`config.mk`:
```
export PLATFORM = sky130hd
export DESIGN_NAME = uuid_text_parser_core
export DESIGN_NICKNAME = d
export VERILOG_FILES = /design/src/sv/utp_pkg.sv /design/src/sv/uuid_text_parser_core.sv
export SDC_FILE = /design/constraint.sdc
export NUM_CORES = 1
export LEC_CHECK = 0
export ABC_CLOCK_PERIOD_IN_PS = 8300
export BUFFER_PORTS_ARGS = -buffer_cell sky130_fd_sc_hd__buf_2
export CORE_MARGIN = 8
export CORE_UTILIZATION = 26
export CTS_CLUSTER_SIZE = 25
export DETAILED_ROUTE_END_ITERATION = 7
export GPL_TIMING_DRIVEN = 0
export HOLD_SLACK_MARGIN = 0.02
export PLACE_DENSITY = 0.46
export SYNTH_ARGS = -nofsm -noshare
export SYNTH_HDL_FRONTEND = slang
export SYNTH_SLANG_ARGS = --single-unit
```
`constraint.sdc`:
```
create_clock -name clk_i -period 8.3 [get_ports clk_i]
set_clock_uncertainty 0.1 [all_clocks]
set_input_delay 0.415 -clock clk_i [delete_from_list [all_inputs] [get_ports clk_i]]
set_output_delay 0.415 -clock clk_i [all_outputs]
set_load 0.05 [all_outputs]
```
`src/sv/utp_pkg.sv`:
```
`timescale 1ns / 1ps
// utp_pkg: shared constants, types and the hex decode for the UUID text parser.
// No dependencies; imported by uuid_text_parser_core and tb_uuid_text_parser_core.
package utp_pkg;

  // Text limits
  localparam int unsigned MaxTextLen     = 36;
  localparam int unsigned GroupMaxDigits = 16;

  // Counter widths and saturation points
  localparam int unsigned CharCntW  = 6;
  localparam int unsigned DashCntW  = 3;
  localparam int unsigned DigitCntW = 5;

  localparam logic [CharCntW-1:0]  CharSat      = 6'd37;
  localparam logic [CharCntW-1:0]  CharLimit    = 6'(MaxTextLen);
  localparam logic [DashCntW-1:0]  DashSat      = 3'd5;
  localparam logic [DashCntW-1:0]  DashExpected = 3'd4;
  localparam logic [DigitCntW-1:0] DigitSat     = 5'd17;
  localparam logic [DigitCntW-1:0] DigitMax     = 5'(GroupMaxDigits);

  // Group slots in the packed words, indexed by dashes seen before the group
  localparam logic [DashCntW-1:0] GroupTimeLow = 3'd0;
  localparam logic [DashCntW-1:0] GroupTimeMid = 3'd1;
  localparam logic [DashCntW-1:0] GroupTimeHi  = 3'd2;
  localparam logic [DashCntW-1:0] GroupClock   = 3'd3;

  localparam int unsigned AccumW = 48;
  localparam int unsigned WordW  = 64;

  // Characters of interest
  localparam logic [7:0] CharDash   = 8'h2d;
  localparam logic [7:0] CharZero   = 8'h30;
  localparam logic [7:0] CharNine   = 8'h39;
  localparam logic [7:0] CharLowA   = 8'h61;
  localparam logic [7:0] CharLowF   = 8'h66;
  localparam logic [7:0] CharUpA    = 8'h41;
  localparam logic [7:0] CharUpF    = 8'h46;

  typedef struct packed {
    logic       valid;
    logic [3:0] value;
  } hex_digit_t;

  // Decode one ASCII character as a hex digit
  function automatic hex_digit_t hex_decode(input logic [7:0] c);
    hex_digit_t r;
    logic [7:0] diff;
    r    = '0;
    diff = '0;
    if (c >= CharZero && c <= CharNine) begin
      diff    = c - CharZero;
      r.valid = 1'b1;
      r.value = diff[3:0];
    end else if (c >= CharLowA && c <= CharLowF) begin
      diff    = c - CharLowA + 8'd10;
      r.valid = 1'b1;
      r.value = diff[3:0];
    end else if (c >= CharUpA && c <= CharUpF) begin
      diff    = c - CharUpA + 8'd10;
      r.valid = 1'b1;
      r.value = diff[3:0];
    end
    return r;
  endfunction

endpackage

```
`src/sv/uuid_text_parser_core.sv`:
```
`timescale 1ns / 1ps
// uuid_text_parser_core: streaming parser for the text form of a UUID.
// Depends on utp_pkg for constants, the hex decode and the digit type.
//
// Usage:
//   Input channel (in_valid_i / in_stall_o) carries one ASCII character per
//   request in text_char_i; final_char_i marks the last character of a string.
//   Output channel (out_valid_o / out_stall_i) carries one result per string:
//   parse_ok_o plus the 128-bit UUID as uuid_high_o:uuid_low_o (both zero
//   when the string is malformed).
//   Throughput: one character per cycle while in_stall_o is low. Each
//   character updates small counters, the error flag, the packed words and
//   a 48-bit shift accumulator, all in combinational logic ahead of the parse
//   state registers. The output register takes the result in the cycle
//   after the final character is accepted.
//   Stall: the output register holds its result while out_stall_i is high;
//   in_stall_o rises only while that register is full and stalled, so
//   characters keep flowing whenever the result slot is free or draining.
//   Reset: clears the parse state and empties the output register.
//   After each final character the parse state returns to its reset value.
module uuid_text_parser_core (
  input  logic        clk_i,
  input  logic        rst_ni,
  // character requests
  input  logic        in_valid_i,
  output logic        in_stall_o,
  input  logic [7:0]  text_char_i,
  input  logic        final_char_i,
  // parse results
  output logic        out_valid_o,
  input  logic        out_stall_i,
  output logic        parse_ok_o,
  output logic [63:0] uuid_high_o,
  output logic [63:0] uuid_low_o
);
  import utp_pkg::*;

  // Parse state
  logic [CharCntW-1:0]  char_cnt_q, char_cnt_d;
  logic [DashCntW-1:0]  dash_cnt_q, dash_cnt_d;
  logic [DigitCntW-1:0] digit_cnt_q, digit_cnt_d;
  logic                 bad_q, bad_d;
  logic [AccumW-1:0]    accum_q, accum_d;
  logic [WordW-1:0]     high_q, high_d;
  logic [WordW-1:0]     low_q, low_d;

  // Result register
  logic                 out_valid_q, out_valid_d;
  logic                 ok_q, ok_d;
  logic [WordW-1:0]     res_high_q, res_high_d;
  logic [WordW-1:0]     res_low_q, res_low_d;

  logic       accept;
  logic       load_result;
  logic       is_dash;
  hex_digit_t digit;
  logic       group_ok_cur;
  logic       group_ok_nxt;

  // Stall only when a finished result is still held by the receiver
  assign in_stall_o  = out_valid_q & out_stall_i;
  assign accept      = in_valid_i & ~in_stall_o;
  assign load_result = accept & final_char_i;

  assign is_dash = (text_char_i == CharDash);
  assign digit   = hex_decode(text_char_i);

  assign group_ok_cur = (digit_cnt_q != '0) && (digit_cnt_q <= DigitMax);

  // Next parse state for one character
  always_comb begin
    char_cnt_d  = char_cnt_q;
    dash_cnt_d  = dash_cnt_q;
    digit_cnt_d = digit_cnt_q;
    bad_d       = bad_q;
    accum_d     = accum_q;
    high_d      = high_q;
    low_d       = low_q;

    if (char_cnt_q < CharSat) begin
      char_cnt_d = char_cnt_q + 1'b1;
    end

    if (is_dash) begin
      // Close the current group: check its length and drop it in its slot
      if (!group_ok_cur) begin
        bad_d = 1'b1;
      end
      unique case (dash_cnt_q)
        GroupTimeLow: high_d = high_q | {accum_q[31:0], 32'h0};
        GroupTimeMid: high_d = high_q | {32'h0, accum_q[15:0], 16'h0};
        GroupTimeHi:  high_d = high_q | {48'h0, accum_q[15:0]};
        GroupClock:   low_d  = low_q  | {accum_q[15:0], 48'h0};
        default: ;
      endcase
      if (dash_cnt_q < DashSat) begin
        dash_cnt_d = dash_cnt_q + 1'b1;
      end
      digit_cnt_d = '0;
      accum_d     = '0;
    end else if (digit.valid) begin
      if (digit_cnt_q < DigitSat) begin
        digit_cnt_d = digit_cnt_q + 1'b1;
      end
      accum_d = {accum_q[AccumW-5:0], digit.value};
    end else begin
      bad_d = 1'b1;
    end
  end

  assign group_ok_nxt = (digit_cnt_d != '0) && (digit_cnt_d <= DigitMax);

  // Verdict on the string as it stands after this character
  always_comb begin
    ok_d = ~bad_d && (dash_cnt_d == DashExpected) && group_ok_nxt &&
           (char_cnt_d <= CharLimit);
    res_high_d = ok_d ? high_d : '0;
    res_low_d  = ok_d ? (low_d | {16'h0, accum_d}) : '0;
  end

  // Result slot: fill on a final character, empty once taken
  always_comb begin
    out_valid_d = out_valid_q;
    if (load_result) begin
      out_valid_d = 1'b1;
    end else if (!out_stall_i) begin
      out_valid_d = 1'b0;
    end
  end

  always_ff @(posedge clk_i or negedge rst_ni) begin
    if (!rst_ni) begin
      char_cnt_q  <= '0;
      dash_cnt_q  <= '0;
      digit_cnt_q <= '0;
      bad_q       <= 1'b0;
      accum_q     <= '0;
      high_q      <= '0;
      low_q       <= '0;
      out_valid_q <= 1'b0;
    end else begin
      out_valid_q <= out_valid_d;
      if (accept) begin
        if (final_char_i) begin
          // String done: drop back to the reset state
          char_cnt_q  <= '0;
          dash_cnt_q  <= '0;
          digit_cnt_q <= '0;
          bad_q       <= 1'b0;
          accum_q     <= '0;
          high_q      <= '0;
          low_q       <= '0;
        end else begin
          char_cnt_q  <= char_cnt_d;
          dash_cnt_q  <= dash_cnt_d;
          digit_cnt_q <= digit_cnt_d;
          bad_q       <= bad_d;
          accum_q     <= accum_d;
          high_q      <= high_d;
          low_q       <= low_d;
        end
      end
    end
  end

  // Result payload, no reset needed
  always_ff @(posedge clk_i) begin
    if (load_result) begin
      ok_q       <= ok_d;
      res_high_q <= res_high_d;
      res_low_q  <= res_low_d;
    end
  end

  assign out_valid_o = out_valid_q;
  assign parse_ok_o  = ok_q;
  assign uuid_high_o = res_high_q;
  assign uuid_low_o  = res_low_q;

`ifndef NO_ASSERTIONS
  // A malformed string reports all-zero words
  a_bad_is_zero: assert property (@(posedge clk_i) disable iff (!rst_ni)
    out_valid_o && !parse_ok_o |-> uuid_high_o == '0 && uuid_low_o == '0)
    else $error("malformed result carries nonzero words");

  // A final character yields a result on the next cycle
  a_final_gives_result: assert property (@(posedge clk_i) disable iff (!rst_ni)
    in_valid_i && !in_stall_o && final_char_i |=> out_valid_o)
    else $error("final character produced no result");

  // The parse state restarts after each string
  a_state_clears: assert property (@(posedge clk_i) disable iff (!rst_ni)
    in_valid_i && !in_stall_o && final_char_i |=>
      char_cnt_q == '0 && dash_cnt_q == '0 && digit_cnt_q == '0 && !bad_q)
    else $error("parse state not cleared after final character");

  // Counters never pass their saturation points
  a_counters_bounded: assert property (@(posedge clk_i) disable iff (!rst_ni)
    char_cnt_q <= CharSat && dash_cnt_q <= DashSat && digit_cnt_q <= DigitSat)
    else $error("parse counter beyond saturation");
`endif

endmodule

```
# Word level (Yosys, flattened, before mapping)
# Index checks and enable logic that the tools add are counted.
dict set report word_totals {
  elab_cells 85
  input_bits 13
  register_bits 321
  out_inout_bits 131
}
dict set report op_classes {
  reduce_logical 11
  bitwise 10
  add_sub_neg 8
  n_lt_le_gt_ge 12
  muxes 27
  n_eq_ne 6
}
# op count
set ops {}
lappend ops {{64-bit two-way mux} 5}
lappend ops {{64-bit one-hot mux with 3 select lines} 1}
lappend ops {{48-bit two-way mux} 3}
lappend ops {{64-bit OR} 2}
lappend ops {{64-bit by 16-bit OR with 64-bit output} 1}
lappend ops {{64-bit by 32-bit OR with 64-bit output} 1}
lappend ops {{64-bit by 48-bit OR with 64-bit output} 1}
lappend ops {{5-bit two-way mux} 7}
lappend ops {{8-bit by 7-bit >= comparator with 1-bit output (second input constant)} 2}
lappend ops {{8-bit by 7-bit less-or-equal comparator with 1-bit output (second input constant)} 2}
lappend ops {{6-bit two-way mux} 2}
lappend ops {{4-bit by 1-bit subtractor with 4-bit output (second input constant)} 3}
lappend ops {{5-bit less-or-equal comparator (second input constant)} 2}
lappend ops {{5-bit nonzero test} 2}
lappend ops {{3-bit two-way mux} 3}
lappend ops {{4-bit adder (second input constant)} 2}
lappend ops {{8-bit by 6-bit equality test with 1-bit output (second input constant)} 1}
lappend ops {{8-bit by 6-bit >= comparator with 1-bit output (second input constant)} 1}
lappend ops {{8-bit by 6-bit less-or-equal comparator with 1-bit output (second input constant)} 1}
lappend ops {{1-bit logical AND} 8}
lappend ops {{6-bit by 1-bit adder with 6-bit output (second input constant)} 1}
lappend ops {{3-bit by 2-bit equality test with 1-bit output (second input constant)} 2}
lappend ops {{6-bit less-or-equal comparator (second input constant)} 1}
lappend ops {{6-bit less-than comparator (second input constant)} 1}
lappend ops {{11 further kinds} 19}

# Depth between registers and ports, before layout
dict set report depth {
  ltp_word 11
  ltp_mapped 12
  ltp_nobuf 8
}

# Least setup slack after synthesis
# No wires, ideal clock.
dict set report synth_timing {
  path_type {register to register}
  from {register out_valid_q, in the netlist out_valid_o}
  to {register ok_q, in the netlist parse_ok_o (enable)}
  period_less_slack_ns 5.257
  slack_ns 3.043
  path_stages_with_launch 4
  t_required_ns 7.656
  path_buffers 1
  arrival_time_ns 4.613
  setup_ns 0.544
  cell_sequence {dfrtp_1 nand2_1 and3_1 clkbuf_1}
}
dict set report synth_between {
  elab_chain_cells 4
}
# item line
set synth_lines {}
lappend synth_lines {{start, declared} uuid_text_parser_core.sv:48} ;# logic out_valid_q, out_valid_d;
lappend synth_lines {{start signal, assigned} uuid_text_parser_core.sv:142} ;# out_valid_q <= out_valid_d;
lappend synth_lines {{1-bit AND} uuid_text_parser_core.sv:61} ;# assign in_stall_o = out_valid_q & out_stall_i;
lappend synth_lines {{1-bit inverter} uuid_text_parser_core.sv:62} ;# assign accept = in_valid_i & ~in_stall_o;
lappend synth_lines {{1-bit AND} uuid_text_parser_core.sv:62}
lappend synth_lines {{1-bit AND} uuid_text_parser_core.sv:63} ;# assign load_result = accept & final_char_i;
lappend synth_lines {{net load_result} uuid_text_parser_core.sv:54} ;# logic load_result;
lappend synth_lines {{end signal, assigned} uuid_text_parser_core.sv:169} ;# ok_q <= ok_d;
lappend synth_lines {{end, declared} uuid_text_parser_core.sv:49} ;# logic ok_q, ok_d;
# The timed path passes the listed nets, and every way through them passes these cells.
# A chain may end at the register's enable or synchronous reset.

# Final worst setup path
dict set report layout_timing {
  from {register char_cnt_q[0]}
  to {register ok_q, in the netlist parse_ok_o (data pin)}
}
dict set report layout_between {
  elab_chain_cells 4
  elab_cells_between_ends 5
  cone_classes {add/sub: 1; order compare: 2; mux: 1; reduce/logical: 1}
}
# item line
set layout_lines {}
lappend layout_lines {{start, declared} uuid_text_parser_core.sv:39} ;# logic [CharCntW-1:0] char_cnt_q, char_cnt_d;
lappend layout_lines {{start signal, assigned} uuid_text_parser_core.sv:154} ;# char_cnt_q <= char_cnt_d;
lappend layout_lines {{6-bit by 1-bit adder with 6-bit output or 6-bit less-than comparator (tied branches)} {uuid_text_parser_core.sv:81, uuid_text_parser_core.sv:80}}
lappend layout_lines {{6-bit two-way mux (*)} uuid_text_parser_core.sv:80} ;# if (char_cnt_q < CharSat) begin
lappend layout_lines {{6-bit less-or-equal comparator (*)} uuid_text_parser_core.sv:116} ;# (char_cnt_d <= CharLimit);
lappend layout_lines {{1-bit logical AND (*)} uuid_text_parser_core.sv:115} ;# ok_d = ~bad_d && (dash_cnt_d == DashExpected) && group_ok_nxt &&
lappend layout_lines {{net ok_d} uuid_text_parser_core.sv:49}
# Mark *: on every way through the listed nets, which the timed path passes. The rest lies on a longest branch.

==> impl_results.md <==
* Average wire per cell in the routed design at 19.67 um
* Clock slew at reported path FFs at 0.07 ns
* Overall power at 3153 uW
* Starting Density at between 20% and 30%
* Unrepaired setup endpoints after global routing: no
* H-tree depth at 1
* Routed length on met3 at 2.103 mm
* Highest metal used: met5
* Layout Nets at 1208
* Critical Path Start Type: flip-flop
* Slowest Stage Delay on Critical Path at 0.66 ns
* Number of global-route vias before repair at 8748
* Core area at 44320 um2
* Final hold violation count at 0
* Number of enable-type register cells in the synthesized netlist at 129
* Post-synthesis sequential area ratio at 62.97%
* Synth-to-layout area growth at 22.32%
* Setup violations, final at 0
* I/O Buffers at 143
* Final min period at 3.369 ns
* Synth warn at 0
* Most common library cell in the layout ignoring fill and taps: sky130_fd_sc_hd__a21oi_1
* Kind of cell with the highest combined delay on the critical path: buffers and inverters
* Dominant cells by area after synthesis: sky130_fd_sc_hd__edfxtp_1 33%, sky130_fd_sc_hd__dfrtp_1 30%, sky130_fd_sc_hd__a21oi_1 9.6%
* Total die area at 52100 um2
* Iteration count of the initial detailed-routing pass at 5
* Cell taking the most area after synthesis: sky130_fd_sc_hd__edfxtp_1
* Insertion delay to the later sink of the worst-skew pair at 0.56 ns
* Critical-path top delay cell: sky130_fd_sc_hd__clkbuf_1
* Relative slew slack at 32.72%
* Async SR Flop Fraction at 52.04%
* Max rail drop VDD at 0.1246 mV
* Leakage power at 0.005481 uW
* Post-Syn Area at roughly 12000 um2
* Required time at the endpoint of the critical path at 8.46 ns
* Clock root buffer: sky130_fd_sc_hd__clkbuf_16
* Antenna Nets Post-Route at 0
* Post-route met1 wirelength at between 15 and 20 mm
* Via density per instance at 4.797
* Post-detail-place hpwl at roughly 24 mm
* Slew Limit Fails at 0
* Sequence of cells on the critical path: ha_1 > nor2b_1 > a311oi_1 > o2111ai_1 > buf_2 > nand3_1 > buf_4 > clkbuf_1 > a21oi_1
* Fin crit share at about two fifths
* Non-filler instance count after layout at 1798
* Buf+Inv Stages, Crit Path at 3
* Wire length on met2 at 15.87 mm
* Number of buffers inserted during clock tree synthesis at 30
* Critical path type: reg -> reg
* Total number of vias at 8625
* Number of antenna violations at the first check in global routing at 1
* Site Rows at 77
* Run status: completed
* Number of DRC markers in iteration 0 at between 600 and 700
* Share of the synthesized area in the top cell type at 33.07%
* Boundary pin count at 144
* Largest net degree at the start of global routing at 81
* Layout cell share with drive strength beyond 1 at around a quarter
* Setup_tns at 0 ns
* Number of nets in the synthesized netlist at approximately 1000
* Clock tree from TritonCTS: yes
* Die Y at between 200 and 250 um
* Final Wtd Congestion at slightly below 0.8
* Yosys cell types at 53
* Gate Count Post-Synth at between 1000 and 1500
* Min-delay worst type: in -> reg
* Wire length after detailed routing at 35.36 mm
* Worst-margin pin slew at between 1 and 1.5 ns
* Data arrival time of the critical path at 3.53 ns
* X dimension of the die at roughly 230 um
* Achievable frequency at slightly below 300 MHz
* Flip-flop and latch count after synthesis at 269
* Highest-count cells in the layout ignoring fill and taps: 224 x sky130_fd_sc_hd__a21oi_1, 163 x sky130_fd_sc_hd__buf_2, 140 x sky130_fd_sc_hd__dfrtp_1
* GR Util All Layers at 13.19%
* Worst hold margin at slightly below 0.2 ns
* Antenna cells at 0
* Flip-flop cell with the highest count after synthesis: sky130_fd_sc_hd__dfrtp_1
* Average instance area after synthesis at 11.68 um2
* Residual DRC count at 0
* Type of element capturing the critical path: flip-flop
* Sink Count at 269
* Power density relative to cell area at 220.0 nW/um2
* Global-route wire length before repair at roughly 54 mm
* Biggest fanout along the worst timing path at 10
* Overflow left after global routing at 0
* Cell total after placement at 1741
* Clock buffer depth at 3
* Number of max-cap violations at 0
worst min-delay path: cells and delay by family:
kind,cells,cell delay (ns)
simple gates,2,0.22
buf+inv,2,0.18
layer usage:
layer | GRT usage, % | vias up
li1 | - | 4094
met1 | 18.72 | 4270
met2 | 20.22 | 220
met3 | 2.817 | 39
met4 | 3.349 | 2
met5 | 0 | -
layout make-up:
type | count | area [um2]
flip-flops and latches | 269 | 7377
repair buffers | 147 | 814.5
clock inverters | 22 | 259.0
well taps | 592 | 740.7
fillers | 4582 | 29990
multi-input cells | 609 | 3797
inverters | 13 | 48.80
clock buffers | 34 | 797.0
plain buffers | 112 | 495.5
repair_timing:
item / in CTS / in global routing
buffers inserted: 0 / 0
hold buffers: 1 / 0
resized for setup: 0 / 0
endpoints found under the hold margin: 60 / 0
power by group:
| group | switching (uW) | internal (uW) |
|---|---|---|
| logic | 231 | 64.9 |
| registers | 20.3 | 1430 |
| clock network | 559 | 847 |
| total | 810 | 2340 |
stage by stage:
| step | setup slack, ns | area (um2) | util, % |
|---|---|---|---|
| 2_1_floorplan | 3.043 | 11720 | - |
| 3_3_place_gp | 0.7792 | 13170 | 29.72 |
| 3_5_place_dp | 4.351 | 13260 | 29.93 |
| 4_1_cts | 4.855 | 14330 | 32.33 |
| 5_1_grt | 4.638 | 14330 | 32.33 |
| 6_report | 4.931 | 14330 | 32.33 |
cells in the mapped netlist (4+ instances only):
cell	instances
sky130_fd_sc_hd__a211oi_1	21
sky130_fd_sc_hd__inv_1	13
sky130_fd_sc_hd__a211oi_2	47
sky130_fd_sc_hd__buf_4	10
sky130_fd_sc_hd__and3_1	10
sky130_fd_sc_hd__a31oi_1	4
sky130_fd_sc_hd__nor2_1	95
sky130_fd_sc_hd__buf_1	4
sky130_fd_sc_hd__ha_1	13
sky130_fd_sc_hd__clkbuf_1	76
sky130_fd_sc_hd__nor2b_1	4
sky130_fd_sc_hd__nand2_1	36
sky130_fd_sc_hd__nand4_1	47
sky130_fd_sc_hd__and2_1	5
sky130_fd_sc_hd__a21oi_1	224
sky130_fd_sc_hd__or2_2	4
sky130_fd_sc_hd__buf_2	21
sky130_fd_sc_hd__mux2i_1	4
sky130_fd_sc_hd__nand3_1	4
sky130_fd_sc_hd__edfxtp_1	129
sky130_fd_sc_hd__o21ai_0	8
sky130_fd_sc_hd__nor3_1	5
sky130_fd_sc_hd__dfrtp_1	140
sky130_fd_sc_hd__a22o_1	43
path summary, 6_finish.rpt:
check	start	to	slack, ns	depth (start not counted)
max	char_cnt_q[0]$_DFFE_PN0P_	parse_ok_o$_DFFE_PP_	4.93	9
min	out_stall_i	out_valid_o$_DFFE_PN0P_	0.20	4
max reg2reg	char_cnt_q[0]$_DFFE_PN0P_	parse_ok_o$_DFFE_PP_	4.93	9
min reg2reg	high_q[10]$_DFFE_PN0P_	high_q[10]$_DFFE_PN0P_	0.40	2
max in group asynchronous	rst_ni	high_q[50]$_DFFE_PN0P_	6.92	3
min in group asynchronous	rst_ni	out_valid_o$_DFFE_PN0P_	0.34	2
cell families (layout without fill, tap and decap cells):
logic type / Yosys count / count (layout) / synth area share, %
mux: 6 / 6 / 0.5340
flops: 269 / 269 / 62.97
compound gates: 368 / 368 / 21.34
buf+inv: 125 / 328 / 4.614
xor+xnor: 1 / 1 / 0.07478
fa+ha+maj: 13 / 13 / 1.388
simple gates: 221 / 221 / 9.078
sequential cells by signal (all words and copies together) (netlist names):
signal / cells
high_q: 64
uuid_high_o: 64
uuid_low_o: 64
accum_q: 44
low_q: 16
char_cnt_q: 6
digit_cnt_q: 5
dash_cnt_q: 3
bad_q: 1
out_valid_o: 1
parse_ok_o: 1
No activity file was read; power rests on OpenSTA's default activity.
